File: src/sv/wrf_ram.sv
`timescale 1ns / 1ps
module wrf_ram #(
    parameter int WIDTH = 8,
    parameter int DEPTH = 64
) (
    input  logic                     i_clk,
    input  logic                     i_we,
    input  logic [$clog2(DEPTH)-1:0] i_waddr,
    input  logic [WIDTH-1:0]         i_wdata,
    input  logic [$clog2(DEPTH)-1:0] i_raddr,
    output logic [WIDTH-1:0]         o_rdata
);

    logic [WIDTH-1:0] r_mem [DEPTH];
    logic [WIDTH-1:0] r_rdata;

    always_ff @(posedge i_clk) begin
        if (i_we) begin
            r_mem[i_waddr] <= i_wdata;
        end
        r_rdata <= r_mem[i_raddr];
    end

    assign o_rdata = r_rdata;

endmodule

File: config.mk
export PLATFORM = sky130hd
export DESIGN_NAME = wrf_ram
export DESIGN_NICKNAME = d
export VERILOG_FILES = /design/src/sv/wrf_ram.sv
export SDC_FILE = /design/constraint.sdc
export NUM_CORES = 1
export LEC_CHECK = 0
export BUFFER_PORTS_ARGS = -buffer_cell sky130_fd_sc_hd__buf_2
export CAP_MARGIN = 5
export CORE_UTILIZATION = 45
export DETAILED_ROUTE_END_ITERATION = 6
export GPL_ROUTABILITY_DRIVEN = 0
export RECOVER_POWER = 50
export SLEW_MARGIN = 10
export SYNTH_ARGS = -nofsm -noshare
export SYNTH_HDL_FRONTEND = slang
export SYNTH_SLANG_ARGS = --single-unit
export TNS_END_PERCENT = 50
File: constraint.sdc
create_clock -name i_clk -period 4.1 [get_ports i_clk]
set_clock_uncertainty 0.05 [all_clocks]
set_input_delay 0.205 -clock i_clk [delete_from_list [all_inputs] [get_ports i_clk]]
set_output_delay 0.205 -clock i_clk [all_outputs]
set_load 0.1 [all_outputs]
==> results.ini <==
[worst_setup_path]
crit_path_max_incr_delay_ns=2.16
slowest_stage=clkbuf_1
crit_chain=buf_2, clkbuf_1
crit_start=i_wdata[0]
worstPathMaxFanout=64
timing.rr.end=o_rdata[4]$_DFF_P_
crit_required_ns=3.98
rr_worst_depth=5
crit_end=r_mem[7][0]$_DFFE_PP_
crit_family=buffers and inverters
timing.rr.start=r_mem[28][4]$_DFFE_PP_
cp-start-kind=primary input
worstSetupPathType=primary input to register
r2r_slack_ns=1.77
cp.depth=2
cp-end-kind=register
arrival_ns=2.50
cp_num_buf_inv=2

[route]
wl_per_cell_um=27.3
ant_nets=0
routed_via_density=5.83
wl_um=44600
dr.pass1.iters=5
drc_errors=0
vias=9501
drt-initial-drc-count=961

[global_routing]
overflow=0
grt_max_degree=65
grtUsageTotal=0.204
antenna_found_initial=0
grt_pass1_wl_um=66100
grt_pass1_vias=9781

[clock_tree]
cts_setup_buffers=0
cts_max_level=2
ctsLongestPathBuffers=3
root_buffer=clkbuf_16
clk_pin_slew_ns=0.06
cts_tree=done
clock_latency_ns=0.60
cts_buffers=52
cts_sinks=520

[finish]
drive_gt1_frac=0.250
layout_commonest_cell=edfxtp_1
fin_nets=1017
antenna_cells=0
fillers=3435
final_cell_mix=edfxtp_1 (512), mux4_2 (126), nor2_1 (83)
syn_to_final_growth_pct=12.0
final_cell_area_um2=22600
instances_no_fill=1630

[yosys]
yosysWarnings=0
ys_ff_latch=520
synth_flop_cell=edfxtp_1
async_flop_share=0
ys_types=40
synth_nets=962
synth_edf_count=512
synthCells=940
syn_avg_cell_area_um2=21.5
yosysSeqAreaShare=0.770
syn_area_um2=20200

[timing]
fmax_mhz=382
relSlewSlack=-1.07
tns_ns=0
layout_setup_ws_ns=1.48
finalCritPeriodShare=0.639
hold_viol=0
finalCriticalPeriod_ns=2.62
rsz0062_at_grt=false
slew_violations=520
finalSetupViolCount=0
worstMarginPinSlew_ns=3.10

[floorplan]
die-area_um2=45700
core_area_um2=44200
die_x_um=214
rows=77
die_h_um=214
start_util=0.456
pin_count=30

[power_and_ir_drop]
p_leak_nw=6.97
power_density_nw_per_um2=493
ir_drop_v=0.000258

[job]
drv_cap=8

[place]
dpl_cell_area_um2=20900
io_buffers=29
post-place-cells=1532
place_ws_ns=1.01
dp.final_hpwl_um=26200

[status]
status=complete, but fails checks
violations=max-capacitance violations, max-slew violations

[worst_hold_path]
hp-class=primary input to register

metal layers:
| layer | vias up | part of all wire | track usage |
|---|---|---|---|
| li1 | 4040 | - | - |
| met1 | 5036 | 0.43 | 0.286 |
| met2 | 344 | 0.49 | 0.327 |
| met3 | 81 | 0.057 | 0.0313 |
| met4 | 0 | 0.027 | 0.0727 |
| met5 | - | 0 | 0 |
metrics by stage:
stage	utilization	power [mW]	hold WS, ns
3_5_place_dp	0.474	6.63	0.595
6_report	0.511	11.1	0.0474
2_1_floorplan	-	6.39	0.254
3_3_place_gp	0.474	6.62	0.593
5_1_grt	0.511	11.4	0.0528
4_1_cts	0.511	11.2	0.0151
Yosys cell counts, drive strengths merged, types with 2 or more instances:
cell,number,area (um^2)
o21ai,4,20.0
nor4,2,12.5
o32ai,2,17.5
o2111ai,3,26.3
mux4,126,2840
mux2i,23,230
a2111oi,2,17.5
buf,34,253
nor2b,14,87.6
dfxtp,8,160
clkbuf,17,63.8
mux2,13,146
o21a,2,15.0
nand2b,7,43.8
nand2,19,71.3
nand4,2,12.5
nor2,83,312
o22ai,8,50.1
a22oi,3,22.5
edfxtp,512,15400
nor3,7,35.0
nand3b,3,22.5
o41ai,2,17.5
o2bb2ai,3,26.3
a21oi,3,15.0
a211oi,4,30.0
o221a,2,22.5
a221oi,6,52.6
nand3,13,65.1
o221ai,8,70.1
kinds of logic after synthesis:
| group | count (synthesis) | synth area share |
|---|---|---|
| AO/OA/AOI/OAI | 54 | 0.0207 |
| buffers and inverters | 51 | 0.0157 |
| flip-flops | 520 | 0.770 |
| multiplexers | 162 | 0.159 |
| AND/OR/NAND/NOR | 153 | 0.0339 |
where the power goes:
part | total [mW] | internal (mW) | switching [mW]
registers | 5.91 | 5.90 | 0.0151
clock network | 4.63 | 2.65 | 1.98
logic | 0.607 | 0.199 | 0.408
worst min-delay path by stage:
stage                    start                     end  cells after the start
floorplan           i_wdata[0]   r_mem[0][0]$_DFFE_PP_                      0
global placement    i_raddr[5]      o_rdata[0]$_DFF_P_                      3
detailed placement  i_raddr[5]      o_rdata[0]$_DFF_P_                      3
CTS                 i_waddr[1]  r_mem[48][1]$_DFFE_PP_                      2
global route        i_waddr[1]  r_mem[48][1]$_DFFE_PP_                      2
finish              i_waddr[1]  r_mem[48][1]$_DFFE_PP_                      2
timing repair:
action                                 CTS  global route
endpoints found under the hold margin    1             0
hold buffers                             1             0
resized for setup                        0             0
registers in the layout, summed over array words and instances, names as in the netlist:
| name | flops |
|---|---|
| r_mem | 512 |
| o_rdata | 8 |
layout make-up:
cell class | count | area, um^2 | area share
tap | 592 | 741 | 0.0328
sequential | 520 | 15500 | 0.688
clock inverter | 29 | 226 | 0.0100
timing repair buffer | 52 | 332 | 0.0147
clock buffer | 68 | 1430 | 0.0634
multi-input combinational | 369 | 4320 | 0.191
(Power assumes the default switching activity.)
