<file path="config.mk">
export PLATFORM = sky130hd
export DESIGN_NAME = wrf_sorter
export DESIGN_NICKNAME = d
export VERILOG_FILES = /design/src/sv/wrf_pkg.sv /design/src/sv/wrf_cell.sv /design/src/sv/wrf_sorter.sv
export SDC_FILE = /design/constraint.sdc
export NUM_CORES = 1
export LEC_CHECK = 0
export BUFFER_PORTS_ARGS = -buffer_cell sky130_fd_sc_hd__buf_2
export CAP_MARGIN = 20
export CORE_ASPECT_RATIO = 0.9
export CORE_UTILIZATION = 30
export CTS_BUF_LIST = sky130_fd_sc_hd__clkbuf_16
export CTS_CLUSTER_SIZE = 30
export DETAILED_ROUTE_END_ITERATION = 8
export SLEW_MARGIN = 20
export SYNTH_ARGS = -nofsm -noshare
export SYNTH_HDL_FRONTEND = slang
export SYNTH_SLANG_ARGS = --single-unit
export TNS_END_PERCENT = 30
</file>
<file path="constraint.sdc">
create_clock -name i_clk -period 2.2 [get_ports i_clk]
set_clock_uncertainty 0.05 [all_clocks]
set_input_delay 0.11 -clock i_clk [delete_from_list [all_inputs] [get_ports i_clk]]
set_output_delay 0.11 -clock i_clk [all_outputs]
set_load 0.03 [all_outputs]
</file>
<file path="src/sv/wrf_pkg.sv">
`timescale 1ns / 1ps
package wrf_pkg;

    localparam int PIX_W   = 8;
    localparam int CFG_W   = 11;
    localparam int CFG_IDX_W = 2;

    localparam logic [CFG_IDX_W-1:0] CFG_MODE   = 2'd0;
    localparam logic [CFG_IDX_W-1:0] CFG_WSIZE  = 2'd1;
    localparam logic [CFG_IDX_W-1:0] CFG_WIDTH  = 2'd2;
    localparam logic [CFG_IDX_W-1:0] CFG_HEIGHT = 2'd3;

    localparam logic [1:0] MODE_MIN = 2'd0;
    localparam logic [1:0] MODE_MAX = 2'd1;
    localparam logic [1:0] MODE_MED = 2'd2;

    localparam logic FUNC_FLUSH = 1'b1;

    typedef struct packed {
        logic             func;
        logic [PIX_W-1:0] pixel;
    } t_in;

    typedef struct packed {
        logic [PIX_W-1:0] out_pixel;
        logic             out_last;
    } t_out;

    // link between neighboring sort cells
    typedef struct packed {
        logic             take;
        logic             valid;
        logic [PIX_W-1:0] val;
    } t_link;

    typedef enum logic [1:0] {
        ST_IDLE,
        ST_GATHER,
        ST_DRAIN,
        ST_EMIT
    } t_state;

endpackage

</file>
<file path="src/sv/wrf_cell.sv">
`timescale 1ns / 1ps
module wrf_cell
    import wrf_pkg::*;
(
    input  logic             i_clk,
    input  logic             i_rst_n,
    input  logic             i_clr,
    input  logic             i_ins,
    input  logic [PIX_W-1:0] i_x,
    input  t_link            i_prev,
    output t_link            o_link
);

    logic             r_valid;
    logic [PIX_W-1:0] r_val;
    logic             take;

    // new value belongs here or further left
    assign take = !r_valid || (i_x < r_val);

    always_ff @(posedge i_clk) begin
        if (!i_rst_n || i_clr) begin
            r_valid <= 1'b0;
        end else if (i_ins) begin
            if (i_prev.take) begin
                r_valid <= i_prev.valid;
            end else if (take) begin
                r_valid <= 1'b1;
            end
        end
    end

    always_ff @(posedge i_clk) begin
        if (i_ins) begin
            if (i_prev.take) begin
                r_val <= i_prev.val;
            end else if (take) begin
                r_val <= i_x;
            end
        end
    end

    assign o_link = '{take: take, valid: r_valid, val: r_val};

endmodule

</file>
<file path="src/sv/wrf_sorter.sv">
`timescale 1ns / 1ps
module wrf_sorter
    import wrf_pkg::*;
#(
    parameter int NCELLS = 49
) (
    input  logic                      i_clk,
    input  logic                      i_rst_n,
    input  logic                      i_clr,
    input  logic                      i_ins,
    input  logic [PIX_W-1:0]          i_x,
    input  logic [$clog2(NCELLS)-1:0] i_idx,
    output logic [PIX_W-1:0]          o_sel
);

    t_link links [NCELLS];
    logic [PIX_W-1:0] vals [NCELLS];

    for (genvar g = 0; g < NCELLS; g++) begin : g_cell
        t_link prev;
        if (g == 0) begin : g_first
            assign prev = '0;
        end else begin : g_rest
            assign prev = links[g-1];
        end
        wrf_cell u_cell (
            .i_clk  (i_clk),
            .i_rst_n(i_rst_n),
            .i_clr  (i_clr),
            .i_ins  (i_ins),
            .i_x    (i_x),
            .i_prev (prev),
            .o_link (links[g])
        );
        assign vals[g] = links[g].val;
    end

    assign o_sel = vals[i_idx];

endmodule

</file>
==> impl_metrics.prom, run 1 <==
# TYPE chip_impl_metric gauge
chip_impl_metric{name="syn_to_final_growth",unit="%"} 29.9
chip_impl_metric{name="syn_nets",unit=""} 2789
chip_impl_metric{name="post_drt_wl_per_cell",unit="microns"} 20.1
chip_impl_metric{name="synth_top_area_share",unit="%"} 37.3
chip_impl_metric{name="vias",unit=""} 21600
chip_impl_metric{name="syn-instance-count",unit=""} 2428
chip_impl_metric{name="yosysWarningCount",unit=""} 0
chip_impl_metric{name="critical_path_arrival",unit="ns"} 2.56
chip_impl_info{name="post-synth-top-count-cell",value="sky130_fd_sc_hd__edfxtp_1"} 1
chip_impl_metric{name="detailedRoute.firstPassIterationCount",unit=""} 5
chip_impl_metric{name="worstPathMaxFanout",unit=""} 3
chip_impl_metric{name="worst_path_largest_cell_delay",unit="ns"} 0.56
chip_impl_metric{name="drt_iter0_drc",unit=""} 1351
chip_impl_metric{name="pin_count_of_the_biggest_net_entering_global_routing",unit=""} 53
chip_impl_metric{name="max-vdd-ir-drop",unit="V"} 0.000568
chip_impl_metric{name="core_region_area",unit="sq mm"} 0.104
chip_impl_metric{name="layout_min_cycle_time",unit="ns"} 2.72
chip_impl_metric{name="fin_ws",unit="ns"} -0.517
chip_impl_metric{name="antenna_found_initial",unit=""} 4
chip_impl_info{name="startpoint_type_of_the_worst_setup_path",value="flop"} 1
chip_impl_metric{name="die_span_y",unit="microns"} 310
chip_impl_metric{name="clkLatencyLatePin",unit="ns"} 0.64
chip_impl_metric{name="static-leakage-power",unit="nW"} 18.6
chip_impl_metric{name="final_cell_count_no_fill",unit=""} 4302
chip_impl_info{name="synth.area.top_cells",value="sky130_fd_sc_hd__edfxtp_1, sky130_fd_sc_hd__ha_1, sky130_fd_sc_hd__mux2_2, sky130_fd_sc_hd__mux4_2, sky130_fd_sc_hd__a21o_1"} 1
chip_impl_metric{name="grt_first_pass_wirelength",unit="microns"} 133000
chip_impl_metric{name="final_count_of_hold_timing_violations",unit=""} 0
chip_impl_metric{name="numPortBuffers",unit=""} 25
chip_impl_metric{name="worst-slew-pin-transition",unit="ns"} 0.656
chip_impl_info{name="setup_repair_after_global_routing_missed_its_margin",value="true"} 1
chip_impl_metric{name="crit_buf_inv",unit=""} 2
chip_impl_info{name="critPathKind",value="flop to output port"} 1
chip_impl_metric{name="number_of_global_route_vias_before_repair",unit=""} 21600
chip_impl_metric{name="number_of_flops_mapped_to_enable_cells_by_yosys",unit=""} 392
chip_impl_info{name="synth_common_cells",value="sky130_fd_sc_hd__edfxtp_1, sky130_fd_sc_hd__mux2_2, sky130_fd_sc_hd__inv_1"} 1
chip_impl_metric{name="detail_route.vias_per_cell",unit=""} 5.02
chip_impl_info{name="clock_tree.root_cell",value="sky130_fd_sc_hd__clkbuf_16"} 1
chip_impl_metric{name="wl_met2",unit="microns"} 37800
chip_impl_metric{name="grt_usage",unit="%"} 16.2
chip_impl_info{name="synthDominantAreaCellType",value="sky130_fd_sc_hd__edfxtp_1"} 1
chip_impl_metric{name="syn-mean-instance-area",unit="sq um"} 13.0
chip_impl_metric{name="maxSlewViolCount",unit=""} 0
chip_impl_metric{name="worst_ep_required_time",unit="ns"} 2.04
chip_impl_info{name="worst_path_max_delay_cell",value="sky130_fd_sc_hd__mux4_2"} 1
chip_impl_metric{name="chipWidth",unit="microns"} 344
chip_impl_info{name="postSynth.topFlopCell",value="sky130_fd_sc_hd__edfxtp_1"} 1
chip_impl_metric{name="final.period_utilization",unit="%"} 124
chip_impl_metric{name="synth.cell_area",unit="sq mm"} 0.0316
chip_impl_info{name="failed_checks",value="setup timing"} 1
chip_impl_metric{name="maxCapViolations",unit=""} 0
chip_impl_metric{name="floorplan.initialDensity",unit="%"} 30.4
chip_impl_metric{name="netlist-cell-type-count",unit=""} 39
chip_impl_info{name="outcome",value="finished, violations left"} 1
chip_impl_metric{name="ios",unit=""} 26
chip_impl_metric{name="cts_num_sinks",unit=""} 441
chip_impl_metric{name="route.antenna.remaining_nets",unit=""} 0
chip_impl_metric{name="cts_max_level",unit=""} 2
chip_impl_metric{name="fmaxAchievable",unit="MHz"} 368
chip_impl_metric{name="worst_setup_hold_path_clk_slew",unit="ns"} 0.06
chip_impl_info{name="dr.max_layer_used",value="met5"} 1
chip_impl_metric{name="pwr_density_cell",unit="mW/mm^2"} 582
chip_impl_metric{name="timing.setup.tns",unit="ns"} -20.36
chip_impl_metric{name="fin_worst_hold_slack",unit="ns"} 0.0409
chip_impl_metric{name="overflow",unit=""} 0
chip_impl_metric{name="synth.yosys.seq_area_share",unit="%"} 40.4
chip_impl_metric{name="number_of_rows_created_at_floorplan",unit=""} 112
chip_impl_info{name="worstHoldPathType",value="input pin to flop"} 1
chip_impl_metric{name="design.final.nets",unit=""} 3248
chip_impl_metric{name="numPlacedInstances",unit=""} 4136
chip_impl_metric{name="drt-total-wl",unit="microns"} 86400
chip_impl_metric{name="routed-wl-met3",unit="microns"} 4720
chip_impl_metric{name="drc_errors",unit=""} 0
chip_impl_metric{name="timing.slew.headroom",unit="%"} 56.2
chip_impl_info{name="critPathTopFamily",value="multiplexers"} 1
chip_impl_metric{name="ys_async_sr_fraction",unit="%"} 0
chip_impl_metric{name="gpl.final_weighted_congestion",unit=""} 0.819
chip_impl_metric{name="final_layout_size_suffix_gt1_share",unit="%"} 42.0
chip_impl_metric{name="number_of_buffers_inserted_during_clock_tree_synthesis",unit=""} 54
chip_impl_metric{name="place_ws",unit="ns"} -0.333
chip_impl_metric{name="finalSetupViolations",unit=""} 262
chip_impl_info{name="cp_cell_sequence",value="mux4_2, mux2i_4, o221ai_2, nor2_2, a21oi_1, buf_4, buf_6"} 1
chip_impl_metric{name="place.detailed.hpwl",unit="microns"} 62000
chip_impl_metric{name="drt-met1-wl",unit="microns"} 42300
chip_impl_metric{name="post_synthesis_sequential_element_count",unit=""} 441
chip_impl_info{name="tritoncts",value="yes"} 1
chip_impl_metric{name="die_area",unit="sq mm"} 0.107
chip_impl_metric{name="cts_buffer_depth",unit=""} 3
chip_impl_info{name="worst_setup_path_end_kind",value="output port"} 1
-- worst min-delay path, stage by stage --
cell                     delay, ns
sky130_fd_sc_hd__buf_4        0.18
sky130_fd_sc_hd__buf_12       0.17
sky130_fd_sc_hd__mux2_4       0.15
-- metal layers --
| layer | up-vias | GRT usage [%] |
|---|---|---|
| met5 | - | 0 |
| met4 | 6 | 3.60 |
| met3 | 97 | 2.37 |
| met2 | 497 | 24.4 |
| met1 | 10800 | 24.1 |
| li1 | 10200 | - |
-- cell type report --
| cell class | instances | area, sq um |
|---|---|---|
| multi-input cells | 1546 | 18100 |
| well taps | 1368 | 1710 |
| repair buffers | 499 | 5310 |
| diodes | 1 | 2.50 |
| clock buffers | 55 | 1380 |
| clock inverters | 47 | 467 |
| flip-flops and latches | 441 | 12800 |
| fillers | 9839 | 62900 |
| inverters | 345 | 1320 |
-- metrics by stage --
| stage | total power, W | area, sq um | utilization, % |
|---|---|---|---|
| detailed placement | 0.0144 | 37200 | 35.8 |
| CTS | 0.0240 | 39900 | 38.4 |
| finish | 0.0239 | 41000 | 39.5 |
| global route | 0.0249 | 41000 | 39.5 |
| floorplan | 0.0126 | 31600 | - |
| global placement | 0.0143 | 37200 | 35.8 |
-- flip-flops by register name, indices dropped and copies added, names as in the netlist --
| name | cells |
|---|---|
| g_cell.u_cell.r_val | 392 |
| g_cell.u_cell.r_valid | 49 |
-- worst paths after layout --
path | endpoint | from | cells after the start | slack, ns
setup / recovery | o_sel[5] | g_cell[32].u_cell.r_val[5] | 7 | -0.52
hold / removal | g_cell[33].u_cell.r_val[1] | i_x[1] | 3 | 0.04
setup reg to reg | g_cell[12].u_cell.r_val[3] | g_cell[11].u_cell.r_val[1] | 9 | -0.20
hold reg to reg | g_cell[48].u_cell.r_valid | g_cell[48].u_cell.r_valid | 2 | 0.45
-- timing repair --
item,4_1_cts,5_1_grt
setup buffers,35,30
pin swaps,75,91
endpoints found under the setup margin,312,775
hold buffers,9,0
gates cloned,1,10
resized for setup,118,144
hold endpoints to repair,27,0
-- cell families after synthesis --
family / after synthesis / synth area share (%)
AND/OR/NAND/NOR: 198 / 3.29
flip-flops: 441 / 40.4
AO/OA/AOI/OAI: 427 / 13.8
adder cells (fa/ha/maj): 343 / 13.6
multiplexers: 577 / 23.5
buffers and inverters: 442 / 5.45
-- where the power goes --
part / internal [W] / leakage (nW) / switching [W]
clock: 0.00548 / 0.918 / 0.00382
sequential: 0.00961 / 4.23 / 0.000339
combinational: 0.00240 / 13.4 / 0.00224
-- cell usage in the layout, fill, tap and decap left out, types with 49 or more instances in the layout --
cell                        count
sky130_fd_sc_hd__edfxtp_1     392
sky130_fd_sc_hd__inv_1        335
sky130_fd_sc_hd__buf_4        325
sky130_fd_sc_hd__mux2_2       321
sky130_fd_sc_hd__ha_1         321
sky130_fd_sc_hd__a21o_1       194
sky130_fd_sc_hd__buf_12        91
sky130_fd_sc_hd__mux4_2        90
sky130_fd_sc_hd__mux2i_1       84
sky130_fd_sc_hd__mux2_4        65
sky130_fd_sc_hd__clkbuf_16     65
sky130_fd_sc_hd__nor2_1        61
sky130_fd_sc_hd__buf_6         57
sky130_fd_sc_hd__nand2b_1      51
sky130_fd_sc_hd__dfxtp_1       49
(Power assumes the default switching activity.)
==> inputs of run 2 (changes only) <==
--- a/config.mk
+++ b/config.mk
@@ -5,13 +5,14 @@
 export SDC_FILE = /design/constraint.sdc
 export NUM_CORES = 1
 export LEC_CHECK = 0
-export BUFFER_PORTS_ARGS = -buffer_cell sky130_fd_sc_hd__buf_2
+export BUFFER_PORTS_ARGS = -buffer_cell sky130_fd_sc_hd__buf_4
 export CAP_MARGIN = 20
 export CORE_ASPECT_RATIO = 0.9
 export CORE_UTILIZATION = 30
 export CTS_BUF_LIST = sky130_fd_sc_hd__clkbuf_16
 export CTS_CLUSTER_SIZE = 30
 export DETAILED_ROUTE_END_ITERATION = 8
+export REMOVE_ABC_BUFFERS = 1
 export SLEW_MARGIN = 20
 export SYNTH_ARGS = -nofsm -noshare
 export SYNTH_HDL_FRONTEND = slang
==> impl_metrics.prom, run 2 (synthesized netlist as in run 1, its figures left out) <==
# TYPE chip_impl_metric gauge
chip_impl_info{name="outcome",value="finished, violations left"} 1
chip_impl_info{name="failed_checks",value="setup timing"} 1
chip_impl_metric{name="post_drt_wl_per_cell",unit="microns"} 20.2
chip_impl_metric{name="drt-total-wl",unit="microns"} 86400
chip_impl_metric{name="number_of_global_route_vias_before_repair",unit=""} 21500
chip_impl_metric{name="design.final.nets",unit=""} 3227
chip_impl_metric{name="overflow",unit=""} 0
chip_impl_metric{name="number_of_buffers_inserted_during_clock_tree_synthesis",unit=""} 53
chip_impl_info{name="startpoint_type_of_the_worst_setup_path",value="flop"} 1
chip_impl_metric{name="syn_to_final_growth",unit="%"} 28.5
chip_impl_metric{name="fill_cells",unit=""} 9850
chip_impl_metric{name="static-leakage-power",unit="nW"} 18.5
chip_impl_metric{name="drc_errors",unit=""} 0
chip_impl_metric{name="maxCapViolations",unit=""} 0
chip_impl_info{name="critPathKind",value="flop to output port"} 1
chip_impl_metric{name="chipWidth",unit="microns"} 344
chip_impl_metric{name="finalCoreUtilization",unit="%"} 39.0
chip_impl_metric{name="core_region_area",unit="sq mm"} 0.104
chip_impl_metric{name="pwr_density_cell",unit="mW/mm^2"} 564
chip_impl_metric{name="largest_reg_flops",unit=""} 392
chip_impl_info{name="worstHoldPathType",value="input pin to flop"} 1
chip_impl_metric{name="final_count_of_hold_timing_violations",unit=""} 0
chip_impl_metric{name="cts_buffer_depth",unit=""} 3
chip_impl_metric{name="floorplan.initialDensity",unit="%"} 30.4
chip_impl_metric{name="numPlacedInstances",unit=""} 4103
chip_impl_info{name="setup_repair_after_global_routing_missed_its_margin",value="true"} 1
chip_impl_metric{name="die_area",unit="sq mm"} 0.107
chip_impl_metric{name="final_layout_size_suffix_gt1_share",unit="%"} 41.8
chip_impl_metric{name="pin_count_of_the_biggest_net_entering_global_routing",unit=""} 60
chip_impl_info{name="largest_register_by_flop_count",value="g_cell.u_cell.r_val"} 1
chip_impl_metric{name="final.period_utilization",unit="%"} 122
chip_impl_metric{name="worst-slew-pin-transition",unit="ns"} 1.01
chip_impl_metric{name="layout_min_cycle_time",unit="ns"} 2.68
chip_impl_metric{name="gpl.final_weighted_congestion",unit=""} 0.853
chip_impl_metric{name="cts_num_sinks",unit=""} 441
chip_impl_info{name="worst_setup_path_end_kind",value="output port"} 1
chip_impl_metric{name="antenna_found_initial",unit=""} 3
chip_impl_metric{name="ios",unit=""} 26
chip_impl_info{name="worstSetupStartpoint",value="g_cell[19].u_cell.r_val[1]"} 1
chip_impl_metric{name="fmaxAchievable",unit="MHz"} 373
chip_impl_metric{name="critical_path_arrival",unit="ns"} 2.52
chip_impl_metric{name="timing.slew.headroom",unit="%"} 32.3
chip_impl_metric{name="worst_ep_required_time",unit="ns"} 2.04
chip_impl_info{name="layout.cells.most_common_list",value="sky130_fd_sc_hd__edfxtp_1, sky130_fd_sc_hd__inv_1, sky130_fd_sc_hd__buf_4"} 1
chip_impl_info{name="tritoncts",value="yes"} 1
chip_impl_metric{name="route.antenna.remaining_nets",unit=""} 0
chip_impl_metric{name="worstPathMaxFanout",unit=""} 2
chip_impl_metric{name="drt-met1-wl",unit="microns"} 42400
chip_impl_metric{name="finalSetupViolations",unit=""} 173
chip_impl_metric{name="wl_met2",unit="microns"} 37500
chip_impl_info{name="top_regs",value="g_cell.u_cell.r_val (392), g_cell.u_cell.r_valid (49)"} 1
chip_impl_metric{name="vias",unit=""} 21400
chip_impl_metric{name="detailedRoute.firstPassIterationCount",unit=""} 5
chip_impl_metric{name="grt_first_pass_wirelength",unit="microns"} 132000
chip_impl_metric{name="placed_standard_cell_area",unit="sq mm"} 0.0369
chip_impl_metric{name="number_of_rows_created_at_floorplan",unit=""} 112
chip_impl_metric{name="worst_setup_hold_path_clk_slew",unit="ns"} 0.06
chip_impl_metric{name="fin_ws",unit="ns"} -0.480
chip_impl_info{name="dr.max_layer_used",value="met5"} 1
chip_impl_metric{name="numPortBuffers",unit=""} 25
chip_impl_info{name="final_common_cell",value="sky130_fd_sc_hd__edfxtp_1"} 1
chip_impl_metric{name="cts_max_level",unit=""} 2
chip_impl_info{name="cp-endpoint",value="o_sel[1]"} 1
chip_impl_metric{name="finished_layout_cell_area",unit="sq mm"} 0.0406
chip_impl_metric{name="place_ws",unit="ns"} -0.435
chip_impl_info{name="critical_path.reg2reg.endpoint",value="g_cell[12].u_cell.r_val[7]"} 1
chip_impl_metric{name="clkLatencyLatePin",unit="ns"} 0.61
chip_impl_metric{name="drt_iter0_drc",unit=""} 1486
chip_impl_metric{name="maxSlewViolCount",unit=""} 0
chip_impl_info{name="clock_tree.root_cell",value="sky130_fd_sc_hd__clkbuf_16"} 1
chip_impl_metric{name="antenna_cells_inserted",unit=""} 0
chip_impl_metric{name="max-vdd-ir-drop",unit="V"} 0.000506
chip_impl_metric{name="r2r_slack",unit="ns"} -0.18
chip_impl_metric{name="routed-wl-met3",unit="microns"} 4840
chip_impl_metric{name="final_cell_count_no_fill",unit=""} 4279
chip_impl_metric{name="grt_usage",unit="%"} 16.0
chip_impl_info{name="rr_startpoint",value="g_cell[11].u_cell.r_val[1]"} 1
chip_impl_metric{name="die_span_y",unit="microns"} 310
chip_impl_metric{name="r2r_cells",unit=""} 9
chip_impl_metric{name="detail_route.vias_per_cell",unit=""} 4.99
chip_impl_metric{name="place.detailed.hpwl",unit="microns"} 63000
-- run 2: worst max-delay path, stage by stage (launching register included) --
cell                       delay [ns]
sky130_fd_sc_hd__edfxtp_1        0.40
sky130_fd_sc_hd__buf_6           0.14
sky130_fd_sc_hd__mux4_2          0.55
sky130_fd_sc_hd__mux2_4          0.31
sky130_fd_sc_hd__o211ai_1        0.19
sky130_fd_sc_hd__a21oi_2         0.15
sky130_fd_sc_hd__buf_6           0.17
-- run 2: metal layers --
metal / up-vias / GRT usage [%]
met1: 10700 / 23.4
li1: 10100 / -
met5: - / 0
met4: 6 / 3.41
met3: 112 / 2.90
met2: 417 / 24.2
-- run 2: power breakdown --
group	total [W]	switching (W)	leakage [nW]	internal, W
Combinational	0.00455	0.00220	13.4	0.00235
Clock	0.00837	0.00366	0.871	0.00472
Sequential	0.00996	0.000347	4.23	0.00961
Total	0.0229	0.00620	18.5	0.0167
-- run 2: worst min-delay path by stage --
stage | start | to | cells past startpoint
after detailed placement | g_cell[48].u_cell.r_valid | g_cell[48].u_cell.r_valid | 2
final | i_ins | g_cell[14].u_cell.r_valid | 4
after floorplan | i_x[0] | g_cell[0].u_cell.r_val[0] | 0
after CTS | i_ins | g_cell[14].u_cell.r_valid | 4
after global placement | g_cell[48].u_cell.r_valid | g_cell[48].u_cell.r_valid | 2
after global routing | i_ins | g_cell[14].u_cell.r_valid | 4
-- run 2: what timing repair did --
action | 4_1_cts | 5_1_grt
endpoints found under the setup margin | 346 | 780
hold buffers | 4 | 0
buffers inserted | 47 | 26
cloned | 2 | 7
resized for setup | 99 | 175
hold endpoints to repair | 18 | 0
pin swaps | 62 | 80
-- run 2: cell type report --
cell class	count	area, sq um	area share [%]
clock buffers	55	1380	3.39
clock inverters	45	245	0.604
inverters	345	1310	3.23
multi-input cells	1545	18100	44.7
flip-flops and latches	441	12800	31.4
well taps	1368	1710	4.22
repair buffers	480	5040	12.4
-- run 2: through the flow --
step	hold slack [ns]	total power, W	TNS (ns)
after floorplan	0.159	0.0123	0
after global placement	0.432	0.0142	-81.29
after detailed placement	0.434	0.0143	-93.91
after CTS	0.00814	0.0229	-11.87
after global routing	0.0292	0.0238	-47.04
final	0.00963	0.0229	-11.57
